<file path="config.mk">
export PLATFORM = sky130hd
export DESIGN_NAME = rcl_row_ram
export DESIGN_NICKNAME = d
export VERILOG_FILES = /design/src/hw/rtl/assert_macros.svh /design/src/hw/rtl/rcl_pkg.sv /design/src/hw/rtl/rcl_row_ram.sv
export SDC_FILE = /design/constraint.sdc
export NUM_CORES = 2
export LEC_CHECK = 0
export BUFFER_PORTS_ARGS = -buffer_cell sky130_fd_sc_hd__buf_2
export CAP_MARGIN = 20
export CORE_MARGIN = 2
export CORE_UTILIZATION = 44
export CTS_CLUSTER_DIAMETER = 150
export DETAILED_ROUTE_END_ITERATION = 8
export PLACE_DENSITY = 0.65
export SKIP_CTS_REPAIR_TIMING = 1
export SYNTH_ARGS = -nofsm -noshare
export SYNTH_HDL_FRONTEND = slang
export SYNTH_MEMORY_MAX_BITS = 65536
export SYNTH_SLANG_ARGS = --single-unit
</file>
<file path="constraint.sdc">
create_clock -name clk -period 14.5 [get_ports clk]
set_input_delay 0.725 -clock clk [delete_from_list [all_inputs] [get_ports clk]]
set_output_delay 0.725 -clock clk [all_outputs]
set_load 0.05 [all_outputs]
</file>
<file path="src/hw/rtl/assert_macros.svh">
// ----------------------------------------------------------------------------
// Assertion macros
// Shared forms for the concurrent checks of the region cache.
// ----------------------------------------------------------------------------
`ifndef ASSERT_MACROS_SVH
`define ASSERT_MACROS_SVH

// The property must hold at every clock edge outside reset.
`define RCL_ASSERT(lbl, prop, msg) \
  lbl: assert property (@(posedge clk) disable iff (rst) prop) else $error(msg);

// The condition must never be seen outside reset.
`define RCL_ASSERT_NEVER(lbl, cond, msg) \
  lbl: assert property (@(posedge clk) disable iff (rst) !(cond)) else $error(msg);

`endif

</file>
<file path="src/hw/rtl/rcl_pkg.sv">
// ----------------------------------------------------------------------------
// Region cache package
// Command, residency and status codes, and the transaction and row types.
// ----------------------------------------------------------------------------
`default_nettype none

package rcl_pkg;

  localparam logic [2:0] CMD_COMPLETE = 3'd0;
  localparam logic [2:0] CMD_ACTIVE   = 3'd1;
  localparam logic [2:0] CMD_INACTIVE = 3'd2;
  localparam logic [2:0] CMD_EVICT    = 3'd3;
  localparam logic [2:0] CMD_DEMAND   = 3'd4;
  localparam logic [2:0] CMD_QUERY    = 3'd5;
  localparam logic [2:0] CMD_CLEAR    = 3'd6;

  localparam logic [2:0] RES_UNLOADED = 3'd0;
  localparam logic [2:0] RES_READING  = 3'd1;
  localparam logic [2:0] RES_PREPARED = 3'd2;
  localparam logic [2:0] RES_ACTIVE   = 3'd3;
  localparam logic [2:0] RES_DORMANT  = 3'd4;

  localparam logic [1:0] ST_OK        = 2'd0;
  localparam logic [1:0] ST_RANGE     = 2'd1;
  localparam logic [1:0] ST_UNLOADED  = 2'd2;

  localparam logic [31:0] TICK_MAX    = 32'hFFFF_FFFF;
  localparam logic [6:0]  LIMIT_RESET = 7'd64;
  localparam logic [37:0] BYTES_RESET = 38'h3F_FFFF_FFFF;

  typedef struct packed {
    logic [2:0]  command;
    logic [6:0]  region;
    logic [31:0] payload_bytes;
    logic        activate_flag;
    logic        dormant_flag;
    logic        demand_value;
  } req_t;

  typedef struct packed {
    logic [6:0] victim_region;
    logic [1:0] status;
    logic       last;
  } rsp_t;

  typedef struct packed {
    logic [2:0]  residency;
    logic [31:0] last_use;
    logic [31:0] payload_size;
    logic        actor_flag;
  } row_t;

endpackage

`default_nettype wire

</file>
<file path="src/hw/rtl/rcl_row_ram.sv">
// ----------------------------------------------------------------------------
// Region row memory
// One write and one registered read port; per-row valid bits make unwritten
// rows read as all zero, which is the cleared table.
// ----------------------------------------------------------------------------
`default_nettype none

module rcl_row_ram #(
  parameter int DEPTH = 64,
  parameter int AW    = 6
) (
  input  wire logic            clk,
  input  wire logic            rst,
  input  wire logic            clr,
  input  wire logic            we,
  input  wire logic [AW-1:0]   waddr,
  input  wire rcl_pkg::row_t   wdata,
  input  wire logic [AW-1:0]   raddr,
  output rcl_pkg::row_t        rdata
);

  rcl_pkg::row_t mem [DEPTH];
  logic [DEPTH-1:0] vld;
  rcl_pkg::row_t rd_q;
  logic rd_vld;

  always_ff @(posedge clk) begin
    if (we) begin
      mem[waddr] <= wdata;
    end
    rd_q <= mem[raddr];
  end

  always_ff @(posedge clk) begin
    if (rst || clr) begin
      vld    <= '0;
      rd_vld <= 1'b0;
    end else begin
      if (we) begin
        vld[waddr] <= 1'b1;
      end
      rd_vld <= vld[raddr];
    end
  end

  assign rdata = rd_vld ? rd_q : '0;

endmodule

`default_nettype wire

</file>
==> impl_metrics.tcl <==
set metrics [dict create \
    status "completed" \
    avgSynthCellArea_um2 24.48 \
    synthCells 6900 \
    period_needed_ns 4.587 \
    grt_pass1_vias 80580 \
    dieWidth_um 623.6 \
    cap_violations 0 \
    setup_viol 0 \
    dpl.hpwl_um 239300 \
    cts_buffers 424 \
    ys_seq_area_share_pct 78.95 \
    area_growth_pct 13.18 \
    numPortBuffers 151 \
    routedWlPerCell_um 36.21 \
    grt_pass1_wl_um 642200 \
    critPathLaunchType "input port" \
    report.final.slew_viol_count 0 \
    grt_max_degree 121 \
    grtUsageTotal_pct 23.58 \
    cts.sinks 4485 \
    synth.distinct_cells 29 \
    crit_type "input port to register" \
    final_cell_mix "edfxtp_1, mux4_2, clkbuf_16, buf_4, buf_2" \
    ir_drop_mv 0.1006 \
    clock_tree.buffer_depth 4 \
    async_reset_ff_share_pct 0 \
    crit_arrival_ns 5.43 \
    comb_power_share_pct 4.3 \
    synth_edf_count 4352 \
    die_y_um 623.6 \
    core_um2 382300 \
    first_iter_violations 11194 \
    clkSlewWorstSetupHoldPaths_ns 0.06 \
    nets 7415 \
    synth_nets 6984 \
    p_per_area_nw_per_um2 140.4 \
    die-area_um2 388800 \
    drcViolationCount 0 \
    endpoint_kind "register" \
    syn_area_um2 168900 \
    period_share_pct 31.64 \
    cellInternalPower_mw 21.25 \
    clk_latency_ns 0.96 \
    routed_wl_um 462100 \
    gp_congestion 0.7765 \
    finalClockSkew_ns 0.04572 \
    tightestPinTransition_ns 1.221 \
    antenna_left 0 \
    cellLeakagePower_nw 59.12 \
    switching_power_mw 5.586 \
    swShare_pct 20.81 \
    synth_top_area_share_pct 77.37 \
    io_pins 152 \
    post-route-util_pct 50.00 \
    fmax_mhz 218.0 \
    synthFlopType "edfxtp_1" \
    antenna_found_initial 62 \
    vias 80542 \
    tns_ns 0 \
    root_buffer "clkbuf_16" \
    slew_headroom_pct 18.62 \
    dr.pass1.iters 6 \
    critPathMaxFanout 93 \
    power_frac_clock_pct 42.1 \
    finalHoldViolCount 0 \
    rsz0062_at_grt "no" \
    final_common_cell "edfxtp_1" \
    yosysWarnings 0 \
    initial_utilization_pct 44.18 \
    synth_top_cell_by_area "edfxtp_1" \
    vias_per_cell 6.312 \
    hp-class "input port to register" \
    htree_levels 5 \
    num_rows 227 \
    crit_required_ns 15.35 \
    synth.area.top_cells "edfxtp_1, mux4_2, dfxtp_1, clkbuf_1, buf_2" \
    fillers 29447 \
    multi_input_area_um2 34390 \
    cts_tree "yes" \
    regArea_um2 133400 \
    sequentialPowerShare_pct 53.6 \
    ys_seq_elements 4485 \
    overflow 0 \
    drive_gt1_share_pct 31.33 \
]
## area by class of cell
cell class | count | area share [%]
sequential | 4485 | 69.76
antenna | 21 | 0.02749
multi-input combinational | 2034 | 17.99
clock buffer | 544 | 6.007
tap | 5038 | 3.297
timing repair buffer | 386 | 1.516
clock inverter | 253 | 1.402
## through the flow
step | setup slack, ns | power (mW) | instance area (µm²) | hold slack [ns] | instances
6_report | 9.913 | 26.84 | 191200 | 0.06306 | 12761
5_1_grt | 9.431 | 27.50 | 191100 | 0.02735 | 12744
4_1_cts | 9.843 | 26.95 | 190800 | 0.3030 | 12726
3_5_place_dp | 8.831 | 15.83 | 176700 | 0.4476 | 11929
3_3_place_gp | 8.777 | 15.80 | 176600 | 0.4410 | 11925
2_1_floorplan | 8.047 | 15.33 | 168900 | 0.4354 | 6900
## synth_stat cells (2+ instances only)
master,number
a21oi_1,123
a221oi_1,12
and2_1,69
buf_1,6
buf_2,147
buf_4,16
buf_6,2
clkbuf_1,210
dfxtp_1,133
edfxtp_1,4352
mux2i_1,72
mux4_2,1309
nand2_1,10
nand2b_1,6
nand3_1,10
nand3b_1,3
nor2_1,132
nor2b_1,6
nor3_1,128
nor3b_1,13
o21a_1,64
o21ai_0,15
o221ai_1,56
## logic make-up (layout without fill, tap and decap cells)
logic type             Yosys count  in the layout  share of synthesized area [%]
buffers and inverters          381           1183                          1.000
other                            0             21                              0
AND/OR/NAND/NOR                378            378                          1.099
AO/OA/AOI/OAI                  274            274                          1.064
multiplexers                  1382           1382                          17.89
flip-flops                    4485           4485                          78.95
## critical path, cell delays in order
cell	delay, ns
buf_12	0.57
buf_4	0.74
buf_4	0.83
buf_4	0.86
mux4_2	0.61
mux4_2	0.54
a21oi_1	0.22
nor3_1	0.08
## final timing paths
path                   start           to  slack (ns)  depth (start not counted)
setup / recovery    raddr[0]     rd_q[52]        9.91                          8
hold / removal     wdata[47]  mem[17][47]        0.06                          1
setup reg to reg  mem[7][47]     rd_q[47]       11.93                          5
hold reg to reg       vld[5]       vld[5]        0.46                          1
## flip-flops by register name, indices dropped and copies added, names as in the netlist
register  cells
mem        4352
rd_q         68
rd_vld        1
vld          64
## routing by layer
layer  part of all wire [%]  GRT usage [%]  up-vias
met5                  0.024              0        -
met4                    3.4          7.398       18
met3                    9.4          4.180      838
met2                     49          38.85     4571
met1                     38          32.23    44392
li1                       -              -    30723
## power groups by stage
stage | clock network (mW) | registers [mW] | logic (mW)
3_3_place_gp | 0 | 14.7 | 1.14
6_report | 11.3 | 14.4 | 1.17
2_1_floorplan | 0 | 14.6 | 0.709
5_1_grt | 11.9 | 14.4 | 1.24
3_5_place_dp | 0 | 14.7 | 1.17
4_1_cts | 11.4 | 14.4 | 1.17
(Power assumes the default switching activity.)
