[src/hw/rtl/assert_macros.svh]
// ----------------------------------------------------------------------------
// Assertion macros
// Shared forms for the concurrent checks of the region cache.
// ----------------------------------------------------------------------------
`ifndef ASSERT_MACROS_SVH
`define ASSERT_MACROS_SVH

// The property must hold at every clock edge outside reset.
`define RCL_ASSERT(lbl, prop, msg) \
  lbl: assert property (@(posedge clk) disable iff (rst) prop) else $error(msg);

// The condition must never be seen outside reset.
`define RCL_ASSERT_NEVER(lbl, cond, msg) \
  lbl: assert property (@(posedge clk) disable iff (rst) !(cond)) else $error(msg);

`endif

[src/hw/rtl/rcl_pkg.sv]
// ----------------------------------------------------------------------------
// Region cache package
// Command, residency and status codes, and the transaction and row types.
// ----------------------------------------------------------------------------
`default_nettype none

package rcl_pkg;

  localparam logic [2:0] CMD_COMPLETE = 3'd0;
  localparam logic [2:0] CMD_ACTIVE   = 3'd1;
  localparam logic [2:0] CMD_INACTIVE = 3'd2;
  localparam logic [2:0] CMD_EVICT    = 3'd3;
  localparam logic [2:0] CMD_DEMAND   = 3'd4;
  localparam logic [2:0] CMD_QUERY    = 3'd5;
  localparam logic [2:0] CMD_CLEAR    = 3'd6;

  localparam logic [2:0] RES_UNLOADED = 3'd0;
  localparam logic [2:0] RES_READING  = 3'd1;
  localparam logic [2:0] RES_PREPARED = 3'd2;
  localparam logic [2:0] RES_ACTIVE   = 3'd3;
  localparam logic [2:0] RES_DORMANT  = 3'd4;

  localparam logic [1:0] ST_OK        = 2'd0;
  localparam logic [1:0] ST_RANGE     = 2'd1;
  localparam logic [1:0] ST_UNLOADED  = 2'd2;

  localparam logic [31:0] TICK_MAX    = 32'hFFFF_FFFF;
  localparam logic [6:0]  LIMIT_RESET = 7'd64;
  localparam logic [37:0] BYTES_RESET = 38'h3F_FFFF_FFFF;

  typedef struct packed {
    logic [2:0]  command;
    logic [6:0]  region;
    logic [31:0] payload_bytes;
    logic        activate_flag;
    logic        dormant_flag;
    logic        demand_value;
  } req_t;

  typedef struct packed {
    logic [6:0] victim_region;
    logic [1:0] status;
    logic       last;
  } rsp_t;

  typedef struct packed {
    logic [2:0]  residency;
    logic [31:0] last_use;
    logic [31:0] payload_size;
    logic        actor_flag;
  } row_t;

endpackage

`default_nettype wire

[src/hw/rtl/rcl_cfg.sv]
// ----------------------------------------------------------------------------
// Region cache configuration registers
// APB-style access to the region count limit and the byte limit.
// ----------------------------------------------------------------------------
`default_nettype none

module rcl_cfg (
  input  wire logic        clk,
  input  wire logic        rst,
  input  wire logic        psel,
  input  wire logic        penable,
  input  wire logic        pwrite,
  input  wire logic [3:0]  paddr,
  input  wire logic [63:0] pwdata,
  output logic [63:0]      prdata,
  output logic             pready,
  output logic [6:0]       region_limit,
  output logic [37:0]      byte_limit
);

  logic wr;

  assign pready = 1'b1;
  assign wr     = psel && penable && pwrite && pready;

  always_ff @(posedge clk) begin
    if (rst) begin
      region_limit <= rcl_pkg::LIMIT_RESET;
      byte_limit   <= rcl_pkg::BYTES_RESET;
    end else if (wr) begin
      if (paddr[3]) begin
        byte_limit <= pwdata[37:0];
      end else begin
        region_limit <= pwdata[6:0];
      end
    end
  end

  assign prdata = paddr[3] ? {26'd0, byte_limit} : {57'd0, region_limit};

endmodule

`default_nettype wire

[config.mk]
export PLATFORM = sky130hd
export DESIGN_NAME = rcl_cfg
export DESIGN_NICKNAME = d
export VERILOG_FILES = /design/src/hw/rtl/assert_macros.svh /design/src/hw/rtl/rcl_pkg.sv /design/src/hw/rtl/rcl_cfg.sv
export SDC_FILE = /design/constraint.sdc
export NUM_CORES = 1
export LEC_CHECK = 0
export BUFFER_PORTS_ARGS = -buffer_cell sky130_fd_sc_hd__buf_4
export CELL_PAD_IN_SITES_DETAIL_PLACEMENT = 0
export CELL_PAD_IN_SITES_GLOBAL_PLACEMENT = 1
export CORE_MARGIN = 2
export CORE_UTILIZATION = 29
export DETAILED_ROUTE_END_ITERATION = 8
export PLACE_DENSITY = 0.95
export RECOVER_POWER = 25
export SYNTH_ARGS = -nofsm -noshare
export SYNTH_HDL_FRONTEND = slang
export SYNTH_SLANG_ARGS = --single-unit
[constraint.sdc]
create_clock -name clk -period 3 [get_ports clk]
set_clock_uncertainty 0.15 [all_clocks]
set_input_delay 0.75 -clock clk [delete_from_list [all_inputs] [get_ports clk]]
set_output_delay 0.75 -clock clk [all_outputs]
set_load 0.05 [all_outputs]
==> results.sh, run 1 <==
export IMPL_cp_max_fo=40
export IMPL_synth_compound_area_share_pct=0
export IMPL_dpl_cell_count=477
export IMPL_r2r_start="region_limit[6]$_SDFFE_PP1P_"
export IMPL_synth_area_leaders="dfxtp_1, mux2i_1, nor2_1"
export IMPL_synth_xor_area_share_pct=0
export IMPL_cts_resized=0
export IMPL_yosysMostFrequentCell="nor2_1"
export IMPL_clock_latency_ns=0.29
export IMPL_ys_seq_elements=45
export IMPL_final_nets=455
export IMPL_critPathLaunchType="primary input"
export IMPL_first_global_vias=1807
export IMPL_holdWs_ns=0.347
export IMPL_fp_dieW_um=93.9
export IMPL_worst_setup_path_end_kind="output port"
export IMPL_routedWlPerCell_um=11.0
export IMPL_drt_total_wl_um=5340
export IMPL_clock_path_buffers=2
export IMPL_clkSinkCount=45
export IMPL_preCtsSetupSlack_ns=0.428
export IMPL_fin_setup_tns_ns=0
export IMPL_finalHoldViolations=0
export IMPL_h_tree_depth=2
export IMPL_yosysSeqAreaShare_pct=38.4
export IMPL_report_final_slew_viol_count=0
export IMPL_hpwl_um=3910
export IMPL_power_density_nw_per_um2=455
export IMPL_design_core_area_um2=7770
export IMPL_hold_class="register to register"
export IMPL_regToRegEndpoint="region_limit[6]$_SDFFE_PP1P_"
export IMPL_io_pins=183
export IMPL_reg2reg_depth=2
export IMPL_drtIter0Drc=27
export IMPL_path_class="primary input to output port"
export IMPL_syn_area_per_cell_um2=8.74
export IMPL_min_period_over_period_pct=84.8
export IMPL_synthDistinctLibCells=14
export IMPL_ir_worst_vdd_mv=0.183
export IMPL_synth_fa_ha_area_share_pct=0
export IMPL_cts_made_buffers=5
export IMPL_drc_errors=0
export IMPL_period_needed_ns=2.54
export IMPL_cts_tree="yes"
export IMPL_clk_pin_slew_ns=0.08
export IMPL_syn2layout_area_growth_pct=37.0
export IMPL_yosysTopAreaCell="dfxtp_1"
export IMPL_synth_async_reset_ratio_pct=0
export IMPL_rsz0062_at_grt="false"
export IMPL_synth_simple_area_share_pct=24.6
export IMPL_cp_data_arrival_time_ns=1.64
export IMPL_synth_ff_type="dfxtp_1"
export IMPL_vias=2011
export IMPL_relSlewSlack_pct=58.9
export IMPL_drt_pass1_iter_count=4
export IMPL_die_h_um=93.9
export IMPL_start_util_pct=30.2
export IMPL_ant_nets=0
export IMPL_root_buffer="clkbuf_8"
export IMPL_ys_top_cells_by_count="nor2_1, dfxtp_1, mux2i_1"
export IMPL_p_leak_nw=1.35
export IMPL_cts_hold_buf=0
export IMPL_synthesis_area_um2=2340
export IMPL_yosys_warnings=0
export IMPL_finalSetupViolCount=0
export IMPL_synth_top_area_share_pct=38.4
export IMPL_port_buffers=126
export IMPL_hp_start="region_limit[0]$_SDFFE_PP0P_"
export IMPL_antenna_cells=0
export IMPL_design_area_um2=3210
export IMPL_required_ns=2.10
export IMPL_grt_max_degree=68
export IMPL_grt_pass1_wl_um=8400
export IMPL_cap_violations=0
export IMPL_synth_edf_count=0
export IMPL_fill_cells=800
export IMPL_gp_congestion=0.656
export IMPL_rows=32
export IMPL_routed_via_density=4.15
export IMPL_syn_inst=268
export IMPL_antenna_found_initial=0
export IMPL_stdcell_count=485
export IMPL_grt_overflow=0
export IMPL_status="completed"
export IMPL_grt_usage_pct=11.9
export IMPL_rrSetupSlack_ns=2.21
export IMPL_worst_slew_pin_slew_ns=0.619
export IMPL_synth_top_family_by_area="simple AND/OR/NAND/NOR gates"
export IMPL_post_cts_setup_buffers=0
export IMPL_fmax_mhz=393
export IMPL_muxShareOfSynthArea_pct=22.6
export IMPL_timing_final_ws_setup_ns=0.456
export IMPL_drive_above_1_share_pct=30.3
export IMPL_hold_end="region_limit[0]$_SDFFE_PP0P_"
export IMPL_min_path_cells=2
export IMPL_post_dp_cell_area_um2=3220
export IMPL_die_area_um2=8820
## critical path, cell delays in order
cell and delay [ns]:
buf_4 0.31, mux2_2 0.38, buf_4 0.19
## flip-flops by register name (all words and copies together) (netlist names)
| signal | flops |
|---|---|
| byte_limit | 38 |
| region_limit | 7 |
## per-layer routing
metal  global-route usage, %  wire length [µm]  up-vias
met1                    13.2              2180      911
met4                    3.26                63        0
met5                       0                 0        -
met3                    3.29               402        5
met2                    22.2              2700       78
li1                        -                 -     1017
## metrics by stage
stage | utilization, % | power (mW)
after floorplan | - | 0.984
after global placement | 41.4 | 1.08
after detailed placement | 41.4 | 1.08
after CTS | 42.7 | 1.50
after global routing | 41.3 | 1.53
final | 41.3 | 1.46
## placed cells by master (no fill, tap or decap)
cell type	n
and2_1	31
and4_2	1
and4b_1	1
buf_12	1
buf_4	99
clkbuf_1	29
clkbuf_8	7
clkinv_2	1
conb_1	27
dfxtp_1	45
mux2_2	7
mux2i_1	45
nand2b_1	12
nor2_1	77
## area by class of cell
type / instances / area, µm² / area share, %
repair buffers: 129 / 872 / 27.2
clock buffers: 7 / 96.3 / 3.00
well taps: 102 / 128 / 3.98
flip-flops and latches: 45 / 901 / 28.1
multi-input cells: 201 / 1210 / 37.6
clock inverters: 1 / 5.00 / 0.156
## report_power, final
group / switching, mW / internal, mW / leakage [nW]
Clock: 0.194 / 0.208 / 0.0542
Combinational: 0.310 / 0.128 / 0.928
Sequential: 0.00974 / 0.610 / 0.366
## cell families after synthesis
group                  after synthesis
buffers and inverters               47
DFF                                 45
muxes                               52
other                                2
and+or+nand+nor                    122
## worst max-delay path by stage
stage	from	end	cells after the start
after floorplan	paddr[3]	prdata[16]	3
after global placement	paddr[3]	prdata[1]	3
final	paddr[3]	prdata[1]	3
after detailed placement	paddr[3]	prdata[3]	3
after CTS	paddr[3]	prdata[3]	3
after global routing	paddr[3]	prdata[3]	3
(Power assumes the default switching activity.)
==> inputs of run 2 (changes only) <==
Settings changed: CORE_UTILIZATION 29 to 24, PLACE_DENSITY 0.95 to 0.85.
Clock period 3 ns to 2.3 ns, I/O delays scaled along.
==> run 2 against run 1 <==
Total power grew 27%. Combinational power is 30% higher. Utilization down 7.8 points. First-iteration DRC count rose by 22%. Flip-flop and latch count unchanged. Worst setup slack worse by 0.34 ns. Critical path depth unchanged. Clock power increased by 19%. Sequential share of layout area is 0.18 points lower. Worst hold slack about the same. Clock-buffer cell count fell by 1.
==> results.sh, run 2 (same netlist as run 1, synthesis figures left out) <==
export IMPL_stdcell_count=515
export IMPL_fin_setup_tns_ns=0
export IMPL_preCtsSetupSlack_ns=0.0773
export IMPL_reg2reg_depth=2
export IMPL_drt_pass1_iter_count=4
export IMPL_drive_above_1_share_pct=29.6
export IMPL_die_area_um2=10600
export IMPL_cts_hold_buf=0
export IMPL_clock_path_buffers=2
export IMPL_critPathLaunchType="primary input"
export IMPL_routedWlPerCell_um=10.5
export IMPL_rsz0062_at_grt="false"
export IMPL_vias=1979
export IMPL_io_pins=183
export IMPL_rows=36
export IMPL_relSlewSlack_pct=59.8
export IMPL_hold_class="register to register"
export IMPL_ant_nets=0
export IMPL_holdWs_ns=0.347
export IMPL_largest_reg_flops=38
export IMPL_clock_latency_ns=0.29
export IMPL_port_buffers=126
export IMPL_max_stage_delay_ns=0.39
export IMPL_cp_data_arrival_time_ns=1.46
export IMPL_min_period_over_period_pct=95.0
export IMPL_antenna_found_initial=0
export IMPL_routed_via_density=3.84
export IMPL_cts_made_buffers=5
export IMPL_cp_max_fo=40
export IMPL_ir_worst_vdd_mv=0.266
export IMPL_fmax_mhz=457
export IMPL_antenna_cells=0
export IMPL_cts_tree="yes"
export IMPL_r2r_start="region_limit[5]$_SDFFE_PP0P_"
export IMPL_min_path_cells=2
export IMPL_finalSetupViolCount=0
export IMPL_dpl_cell_count=507
export IMPL_final_util_pct=33.5
export IMPL_gp_congestion=0.704
export IMPL_power_density_nw_per_um2=575
export IMPL_critPathSlowestCell="mux2_2"
export IMPL_critPathMostFrequentCell="buf_4"
export IMPL_clkSinkCount=45
export IMPL_layout_commonest_cell="buf_4"
export IMPL_worst_slew_pin_slew_ns=0.606
export IMPL_hpwl_um=3890
export IMPL_path_class="primary input to output port"
export IMPL_h_tree_depth=2
export IMPL_post_cts_setup_buffers=0
export IMPL_cap_violations=0
export IMPL_p_leak_nw=1.33
export IMPL_timing_final_ws_setup_ns=0.114
export IMPL_final_nets=454
export IMPL_die_h_um=103
export IMPL_largest_register="byte_limit"
export IMPL_syn2layout_area_growth_pct=37.9
export IMPL_grt_pass1_wl_um=7910
export IMPL_hp_start="region_limit[1]$_SDFFE_PP0P_"
export IMPL_reg_largest_list="byte_limit: 38 flops, region_limit: 7 flops"
export IMPL_design_core_area_um2=9640
export IMPL_cts_resized=0
export IMPL_required_ns=1.57
export IMPL_status="completed"
export IMPL_start_util_pct=24.3
export IMPL_worst_setup_path_end_kind="output port"
export IMPL_finalHoldViolations=0
export IMPL_mostFrequentLayoutCells="buf_4, nor2_1, mux2i_1, dfxtp_1"
export IMPL_grt_usage_pct=9.47
export IMPL_clk_pin_slew_ns=0.08
export IMPL_drtIter0Drc=33
export IMPL_grt_max_degree=52
export IMPL_drc_errors=0
export IMPL_fp_dieW_um=103
export IMPL_drt_total_wl_um=5400
export IMPL_root_buffer="clkbuf_8"
export IMPL_first_global_vias=1681
export IMPL_grt_overflow=0
export IMPL_crit_chain="buf_4 -> mux2_2 -> buf_4"
export IMPL_crit_start="paddr[3]"
export IMPL_report_final_slew_viol_count=0
export IMPL_period_needed_ns=2.19
-- run 2: cell count changes in the layout (fill, tap and decap cells not counted) --
| cell | delta |
|---|---|
| clkinv_2 | +1 |
| buf_4 | -3 |
| clkbuf_1 | +2 |
| buf_12 | +1 |
| clkbuf_8 | -2 |
-- run 2: metrics by stage --
step	power (mW)	instance area, µm²
after floorplan	1.28	2440
after global placement	1.41	3260
after detailed placement	1.41	3260
after CTS	1.90	3340
after global routing	1.96	3230
final	1.86	3230
-- run 2: path summary, 6_finish.rpt --
path | to | slack (ns)
setup / recovery | prdata[3] | 0.11
setup reg to reg | region_limit[5]$_SDFFE_PP0P_ | 1.50
hold / removal | region_limit[1]$_SDFFE_PP0P_ | 0.35
hold reg to reg | region_limit[1]$_SDFFE_PP0P_ | 0.35
-- run 2: area by class of cell --
type / count / area, µm²
clock inverter: 2 / 10.0
sequential: 45 / 901
tap: 133 / 166
clock buffer: 6 / 72.6
fill: 1050 / 6410
multi-input combinational: 201 / 1210
timing repair buffer: 128 / 873
-- run 2: metal layers --
metal | vias to the layer above | part of all wire, % | global-route usage (%)
met3 | 2 | 6.8 | 1.76
met4 | 0 | 0.87 | 3.64
met1 | 883 | 42 | 11.1
met5 | - | 0 | 0
li1 | 1015 | - | -
met2 | 79 | 50 | 17.1
-- run 2: power by group --
| part | switching, mW | internal (mW) |
|---|---|---|
| clock | 0.267 | 0.211 |
| sequential | 0.0130 | 0.796 |
| combinational | 0.404 | 0.167 |
| total | 0.684 | 1.17 |
-- run 2: worst max-delay path, delay by kind of cell --
kind,cells,cell delay (ns)
mux,1,0.39
buf+inv,2,0.49
